File: src/rtl/core/plcd_pkg.sv
// ----------------------------------------------------------------------------
// plcd_pkg
// Shared types, geometry constants and opcodes of the page LCD controller.
// ----------------------------------------------------------------------------
package plcd_pkg;

  // Panel geometry: columns by pages of 8 pixel rows
  localparam int unsigned NumColumns = 84;
  localparam int unsigned NumPages   = 6;
  localparam int unsigned ColW       = 7;
  localparam int unsigned PageW      = 3;
  localparam int unsigned RamDepth   = NumColumns * NumPages;
  localparam int unsigned AddrW      = $clog2(RamDepth);

  // Opcode masks and codes
  localparam logic [7:0] OpNop       = 8'h00;
  localparam logic [7:0] FnSetMask   = 8'hF8;
  localparam logic [7:0] FnSetCode   = 8'h20;
  localparam logic [7:0] SetPageMask = 8'hF8;
  localparam logic [7:0] SetPageCode = 8'h40;
  localparam logic [7:0] DispMask    = 8'hFA;
  localparam logic [7:0] DispCode    = 8'h08;
  localparam logic [7:0] BiasMask    = 8'hF8;
  localparam logic [7:0] BiasCode    = 8'h10;
  localparam logic [7:0] TcMask      = 8'hFC;
  localparam logic [7:0] TcCode      = 8'h04;

  typedef enum logic {
    ActSerial = 1'b0,
    ActRead   = 1'b1
  } action_e;

  typedef struct packed {
    logic             action;
    logic             is_data;
    logic [7:0]       byte_in;
    logic [ColW-1:0]  read_column;
    logic [PageW-1:0] read_page;
  } in_t;

  typedef struct packed {
    logic [7:0]       read_byte;
    logic [ColW-1:0]  column_now;
    logic [PageW-1:0] page_now;
    logic             extended_set;
    logic             vertical_mode;
    logic             powered_down;
    logic [1:0]       display_mode;
    logic [6:0]       contrast;
    logic [2:0]       bias_level;
    logic [1:0]       temp_coeff;
  } out_t;

  // Controller register file
  typedef struct packed {
    logic [ColW-1:0]  col;
    logic [PageW-1:0] page;
    logic             ext;
    logic             vert;
    logic             pd;
    logic [1:0]       mode;
    logic [6:0]       vop;
    logic [2:0]       bias;
    logic [1:0]       tc;
  } state_t;

  // Display RAM access request
  typedef struct packed {
    logic             we;
    logic [AddrW-1:0] waddr;
    logic [7:0]       wdata;
    logic             re;
    logic [AddrW-1:0] raddr;
  } mem_req_t;

  function automatic logic [AddrW-1:0] ram_addr(logic [PageW-1:0] page,
                                               logic [ColW-1:0] col);
    return AddrW'(AddrW'(page) * AddrW'(NumColumns) + AddrW'(col));
  endfunction

  function automatic logic col_ok(logic [ColW-1:0] col);
    return {1'b0, col} < (ColW + 1)'(NumColumns);
  endfunction

  function automatic logic page_ok(logic [PageW-1:0] page);
    return {1'b0, page} < (PageW + 1)'(NumPages);
  endfunction

endpackage

File: src/rtl/core/plcd_ram.sv
// ----------------------------------------------------------------------------
// plcd_ram
// Simple dual-port RAM: one write port, one read port with registered data.
// ----------------------------------------------------------------------------
module plcd_ram #(
  parameter int unsigned Depth = 504,
  parameter int unsigned Width = 8,
  parameter int unsigned AW    = $clog2(Depth)
) (
  input  logic             clk_i,
  input  logic             we_i,
  input  logic [AW-1:0]    waddr_i,
  input  logic [Width-1:0] wdata_i,
  input  logic             re_i,
  input  logic [AW-1:0]    raddr_i,
  output logic [Width-1:0] rdata_o
);

  logic [Width-1:0] mem [Depth];
  logic [Width-1:0] rdata_q;

  always_ff @(posedge clk_i) begin
    if (we_i) begin
      mem[waddr_i] <= wdata_i;
    end
  end

  always_ff @(posedge clk_i) begin
    if (re_i) begin
      rdata_q <= mem[raddr_i];
    end
  end

  assign rdata_o = rdata_q;

endmodule

File: src/rtl/core/plcd_ctrl.sv
// ----------------------------------------------------------------------------
// plcd_ctrl
// Command decoder, address counter and RAM access generation.
// ----------------------------------------------------------------------------
module plcd_ctrl
  import plcd_pkg::*;
(
  input  logic     clk_i,
  input  logic     rst_ni,
  input  logic     accept_i,
  input  in_t      item_i,
  output mem_req_t mem_req_o,
  output state_t   state_o
);

  localparam state_t StateRst = '{col: '0, page: '0, ext: 1'b0, vert: 1'b0,
                                  pd: 1'b1, mode: '0, vop: '0, bias: '0,
                                  tc: '0};

  state_t st_q, st_d;
  logic   is_read;
  logic   is_write;
  logic   is_cmd;
  logic   last_col;
  logic   last_page;
  logic [7:0] b;

  assign b         = item_i.byte_in;
  assign is_read   = accept_i && (item_i.action == ActRead);
  assign is_write  = accept_i && (item_i.action == ActSerial) && item_i.is_data;
  assign is_cmd    = accept_i && (item_i.action == ActSerial) && !item_i.is_data;
  assign last_col  = (st_q.col == ColW'(NumColumns - 1));
  assign last_page = (st_q.page == PageW'(NumPages - 1));

  always_comb begin
    st_d = st_q;
    if (is_write) begin
      // advance the write pointer, wrapping into the next page or column
      if (st_q.vert) begin
        if (last_page) begin
          st_d.page = '0;
          st_d.col  = last_col ? '0 : st_q.col + ColW'(1);
        end else begin
          st_d.page = st_q.page + PageW'(1);
        end
      end else begin
        if (last_col) begin
          st_d.col  = '0;
          st_d.page = last_page ? '0 : st_q.page + PageW'(1);
        end else begin
          st_d.col = st_q.col + ColW'(1);
        end
      end
    end else if (is_cmd && (b != OpNop)) begin
      if ((b & FnSetMask) == FnSetCode) begin
        st_d.pd   = b[2];
        st_d.vert = b[1];
        st_d.ext  = b[0];
      end else if (!st_q.ext) begin
        if (b[7]) begin
          if (col_ok(b[ColW-1:0])) begin
            st_d.col = b[ColW-1:0];
          end
        end else if ((b & SetPageMask) == SetPageCode) begin
          if (page_ok(b[PageW-1:0])) begin
            st_d.page = b[PageW-1:0];
          end
        end else if ((b & DispMask) == DispCode) begin
          st_d.mode = {b[0], b[2]};
        end
      end else begin
        if (b[7]) begin
          st_d.vop = b[6:0];
        end else if ((b & BiasMask) == BiasCode) begin
          st_d.bias = b[2:0];
        end else if ((b & TcMask) == TcCode) begin
          st_d.tc = b[1:0];
        end
      end
    end
  end

  always_ff @(posedge clk_i or negedge rst_ni) begin
    if (!rst_ni) begin
      st_q <= StateRst;
    end else begin
      st_q <= st_d;
    end
  end

  always_comb begin
    mem_req_o.we    = is_write && col_ok(st_q.col) && page_ok(st_q.page);
    mem_req_o.waddr = ram_addr(st_q.page, st_q.col);
    mem_req_o.wdata = b;
    mem_req_o.re    = is_read && col_ok(item_i.read_column) && page_ok(item_i.read_page);
    mem_req_o.raddr = ram_addr(item_i.read_page, item_i.read_column);
  end

  assign state_o = st_q;

  a_col_range: assert property (@(posedge clk_i) disable iff (!rst_ni)
    col_ok(st_q.col))
    else $error("column address out of range");

  a_page_range: assert property (@(posedge clk_i) disable iff (!rst_ni)
    page_ok(st_q.page))
    else $error("page address out of range");

  a_idle_hold: assert property (@(posedge clk_i) disable iff (!rst_ni)
    !accept_i |=> $stable(st_q))
    else $error("register file changed without a transfer");

  a_read_no_change: assert property (@(posedge clk_i) disable iff (!rst_ni)
    is_read |=> $stable(st_q))
    else $error("scan read changed controller state");

  a_wr_rd_excl: assert property (@(posedge clk_i) disable iff (!rst_ni)
    !(mem_req_o.we && mem_req_o.re))
    else $error("RAM write and read issued for one transfer");

endmodule

File: src/rtl/core/page_lcd_command_and_ram_controller_core.sv
// ----------------------------------------------------------------------------
// page_lcd_command_and_ram_controller_core
// Command and display RAM controller for a page-organized monochrome LCD.
// ----------------------------------------------------------------------------
// A transfer accepted at one clock edge yields its result, with done_o high,
// in the very next cycle, and a new item may be accepted at every edge, so
// busy stays low. read_byte comes from the registered read port of the
// display RAM; a data byte is written to the RAM in the cycle it is accepted,
// and a scan read issued in the next cycle already sees it. read_byte is zero
// for serial bytes and for reads outside the panel. The receiver cannot
// stall: each result is shown for one cycle.
module page_lcd_command_and_ram_controller_core
  import plcd_pkg::*;
(
  input  logic clk_i,
  input  logic rst_ni,
  input  logic start,
  output logic busy,
  input  in_t  in_i,
  output logic done_o,
  output out_t result_o
);

  logic     accept;
  mem_req_t mem_req;
  state_t   state;
  logic [7:0] rdata;
  logic     done_q;
  logic     rd_ok_q;

  // one item per cycle, never stall the sender
  assign busy   = 1'b0;
  assign accept = start && !busy;

  plcd_ctrl u_ctrl (
    .clk_i     (clk_i),
    .rst_ni    (rst_ni),
    .accept_i  (accept),
    .item_i    (in_i),
    .mem_req_o (mem_req),
    .state_o   (state)
  );

  plcd_ram #(
    .Depth (RamDepth),
    .Width (8),
    .AW    (AddrW)
  ) u_ram (
    .clk_i   (clk_i),
    .we_i    (mem_req.we),
    .waddr_i (mem_req.waddr),
    .wdata_i (mem_req.wdata),
    .re_i    (mem_req.re),
    .raddr_i (mem_req.raddr),
    .rdata_o (rdata)
  );

  always_ff @(posedge clk_i or negedge rst_ni) begin
    if (!rst_ni) begin
      done_q  <= 1'b0;
      rd_ok_q <= 1'b0;
    end else begin
      done_q  <= accept;
      rd_ok_q <= mem_req.re;
    end
  end

  always_comb begin
    result_o.read_byte     = rd_ok_q ? rdata : 8'h00;
    result_o.column_now    = state.col;
    result_o.page_now      = state.page;
    result_o.extended_set  = state.ext;
    result_o.vertical_mode = state.vert;
    result_o.powered_down  = state.pd;
    result_o.display_mode  = state.mode;
    result_o.contrast      = state.vop;
    result_o.bias_level    = state.bias;
    result_o.temp_coeff    = state.tc;
  end

  assign done_o = done_q;

  a_done_follows: assert property (@(posedge clk_i) disable iff (!rst_ni)
    accept |=> done_o)
    else $error("result strobe missing after transfer");

  a_no_spurious: assert property (@(posedge clk_i) disable iff (!rst_ni)
    !accept |=> !done_o)
    else $error("result strobe without transfer");

  a_rd_zero: assert property (@(posedge clk_i) disable iff (!rst_ni)
    (done_o && !rd_ok_q) |-> (result_o.read_byte == 8'h00))
    else $error("read_byte nonzero without a RAM read");

endmodule
File: config.mk
export PLATFORM = sky130hd
export DESIGN_NAME = page_lcd_command_and_ram_controller_core
export DESIGN_NICKNAME = d
export VERILOG_FILES = /design/src/rtl/core/plcd_pkg.sv /design/src/rtl/core/plcd_ram.sv /design/src/rtl/core/plcd_ctrl.sv /design/src/rtl/core/page_lcd_command_and_ram_controller_core.sv
export SDC_FILE = /design/constraint.sdc
export NUM_CORES = 2
export LEC_CHECK = 0
export ABC_CLOCK_PERIOD_IN_PS = 10510
export BUFFER_PORTS_ARGS = -buffer_cell sky130_fd_sc_hd__buf_4
export CAP_MARGIN = 30
export CORE_MARGIN = 4
export CORE_UTILIZATION = 60
export CTS_CLUSTER_SIZE = 24
export DETAILED_ROUTE_END_ITERATION = 16
export PLACE_DENSITY_LB_ADDON = 0.05
export SYNTH_ARGS = -nofsm -noshare
export SYNTH_HDL_FRONTEND = slang
export SYNTH_SLANG_ARGS = --single-unit
File: constraint.sdc
create_clock -name clk_i -period 10.51 [get_ports clk_i]
set_input_delay 0.5255 -clock clk_i [delete_from_list [all_inputs] [get_ports clk_i]]
set_output_delay 0.5255 -clock clk_i [all_outputs]
set_load 0.05 [all_outputs]
==> flow_metrics.env <==
export IMPL_path_max_fanout=22
export IMPL_grt_util_met3_pct=5.958
export IMPL_top_usage_layer="met2"
export IMPL_dp_hpwl_um=261500
export IMPL_antenna_found_initial=20
export IMPL_gr_total_overflow=0
export IMPL_ys_warn_count=0
export IMPL_ys_seq_elements=4069
export IMPL_worstSetupPathType="in -> reg"
export IMPL_core_um2=263200
export IMPL_layout_min_cycle_time_ns=5.726
export IMPL_cts_root_buf="clkbuf_16"
export IMPL_leakage_nw=55.38
export IMPL_post_cts_buffers=0
export IMPL_boundaryPins=60
export IMPL_ir_worst_vdd_mv=0.1662
export IMPL_nets=7952
export IMPL_setup_viol=0
export IMPL_drt_first_pass_iters=6
export IMPL_h_tree_depth=5
export IMPL_layout_common_cells="4040 x edfxtp_1, 941 x mux4_2, 572 x nor2_1"
export IMPL_crit_chain="dlygate4sd3_1 -> buf_4 -> ha_1 -> ha_1 -> a211oi_1 -> o21ai_0 -> nor2_4 -> buf_4 -> a32oi_1 -> and3_1 -> o21ai_0 -> a22oi_1 -> a311o_1"
export IMPL_drv_slew=0
export IMPL_grt_pass1_vias=80190
export IMPL_crit_slowest_cell="nor2_4"
export IMPL_cp_required_ns=11.22
export IMPL_rsz0062_at_grt="no"
export IMPL_finalClockSkew_ns=0.04987
export IMPL_min_path_type="in -> async"
export IMPL_ant_nets=0
export IMPL_finalSetupTns_ns=0
export IMPL_power_density_nw_per_um2=200.7
export IMPL_slowest_delay_ns=0.89
export IMPL_drc=0
export IMPL_port_buffers=58
export IMPL_final_common_cell="edfxtp_1"
export IMPL_synth_ff_type="edfxtp_1"
export IMPL_timing_fmax_mhz=174.6
export IMPL_via_per_inst=6.914
export IMPL_critPathLaunchType="input port"
export IMPL_grt_pass1_wl_um=616900
export IMPL_synth_cell_types=78
export IMPL_synth_area_um2=159100
export IMPL_hold_viol_final=0
export IMPL_cts_tree="done"
export IMPL_fp_dieW_um=523.0
export IMPL_grt_use_met1_pct=46.24
export IMPL_drt_iter0_markers=11210
export IMPL_wl_um=436300
export IMPL_synthArstFlopShare_pct=0.7127
export IMPL_finalCritPeriodShare_pct=54.48
export IMPL_max_cap_violations=0
export IMPL_path_clk_slew_ns=0.06
export IMPL_cts_buffers=404
export IMPL_avgSynthCellArea_um2=20.63
export IMPL_syn_nets=7761
export IMPL_insertion_delay_ns=0.96
export IMPL_whs_ns=0.06228
export IMPL_syn_to_final_growth_pct=11.01
export IMPL_ctsHoldBuffers=10
export IMPL_grt_max_degree=216
export IMPL_fp_dieArea_um2=273500
export IMPL_power_total_mw=35.46
export IMPL_die_h_um=523.0
export IMPL_rows=188
export IMPL_outcome="completed"
export IMPL_start_util_pct=60.46
export IMPL_synth_seq_area_share_pct=76.69
export IMPL_stdcell_area_um2=176700
export IMPL_critPathCaptureType="flip-flop"
export IMPL_tightest_slew_ns=1.162
export IMPL_clock_path_buffers=4
export IMPL_num_vias=81290
export IMPL_post_cts_resized=0
export IMPL_cts_sinks=4069
export IMPL_worstPathArrival_ns=6.43
export IMPL_gp_congestion=0.8674
export IMPL_syn_inst=7714
export IMPL_synth_enable_flop_cells=4040
export IMPL_slew_headroom_pct=21.99
export IMPL_grt_use_met2_pct=49.84
export IMPL_drive_above_1_share_pct=22.04
export IMPL_wl_per_cell_um=37.10
export IMPL_placed_cell_area_um2=163600
export IMPL_track_usage_pct=32.06
-- layout make-up --
type / count / area [um2]
Sequential cell: 4069 / 122000
Antenna cell: 7 / 17.52
Clock inverter: 227 / 2110
Fill cell: 16780 / 86560
Multi-Input combinational cell: 3167 / 34820
Inverter: 10 / 42.54
Tap cell: 3515 / 4398
Timing Repair Buffer: 253 / 2610
Clock buffer: 510 / 10610
-- routing by layer --
| layer | share of wire (%) | up-vias | wire length (um) |
|---|---|---|---|
| met5 | 0.015 | - | 64 |
| met2 | 48 | 4782 | 207700 |
| met1 | 38 | 43310 | 165000 |
| li1 | - | 32390 | - |
| met3 | 10 | 796 | 43750 |
| met4 | 4.5 | 10 | 19730 |
-- Yosys cell counts (all sizes together), types with 34 or more instances --
library cell	count	area [um2]
nand3	126	630.6
a22oi	34	255.2
nor2	586	2200
clkbuf	200	750.7
edfxtp	4040	121300
o221ai	92	805.8
mux2i	318	3183
nor3	40	205.2
o21ai	76	380.4
nand2	397	1490
mux4	941	21190
a21oi	97	485.5
buf	268	1833
o22ai	83	519.3
-- state kept, by name, summed over array words and instances, names as in the netlist --
register and flops:
u_ram.mem 4032, u_ctrl.state_o 27, rd_ok_q 1, u_ram.rdata_o 8, done_o 1
-- per-stage QoR --
step	utilization, %	setup slack [ns]	instances
after detailed placement	62.15	4.502	10990
after global routing	67.11	4.810	11750
after CTS	67.02	5.008	11740
after floorplan	-	6.776	7714
after global placement	62.02	3.604	10980
final	67.11	4.784	11760
-- worst max-delay path, delay by kind of cell --
kind                       cells  cell delay, ns
AOI/OAI and AO/OA              6            2.67
and+or+nand+nor                2            1.13
buffers and inverters          3            1.29
adders and majority gates      2            0.76
-- cells by family (layout without fill, tap and decap cells) --
family / after synthesis / in the layout / synth area share [%]
other: 1 / 8 / 0.002357
adder cells (fa/ha/maj): 24 / 24 / 0.1981
flip-flops: 4069 / 4069 / 76.69
XOR/XNOR: 18 / 18 / 0.1109
multiplexers: 1284 / 1284 / 15.49
AND/OR/NAND/NOR: 1257 / 1257 / 3.284
buffers and inverters: 478 / 1000 / 1.647
AO/OA/AOI/OAI: 583 / 583 / 2.569
-- power by group --
part           internal, mW  total, mW  switching (mW)
Combinational         0.964       3.54            2.57
Sequential             17.9       17.9          0.0284
Clock                  7.97       14.0            6.06
-- path summary, 6_finish.rpt --
path	from	to	slack, ns	depth (start not counted)
min in group clk_i	in_i[15]	u_ram.mem[214][5]	0.09	1
setup / recovery	in_i[2]	u_ram.rdata_o[1]	4.78	13
setup reg to reg	u_ctrl.state_o[19]	u_ram.mem[420][3]	5.13	11
hold reg to reg	u_ctrl.state_o[13]	u_ctrl.state_o[13]	0.51	1
max in group asynchronous	rst_ni	u_ctrl.state_o[14]	10.13	2
hold / removal	rst_ni	u_ctrl.state_o[3]	0.06	2
Note: power is estimated with default switching activity, not from simulation.
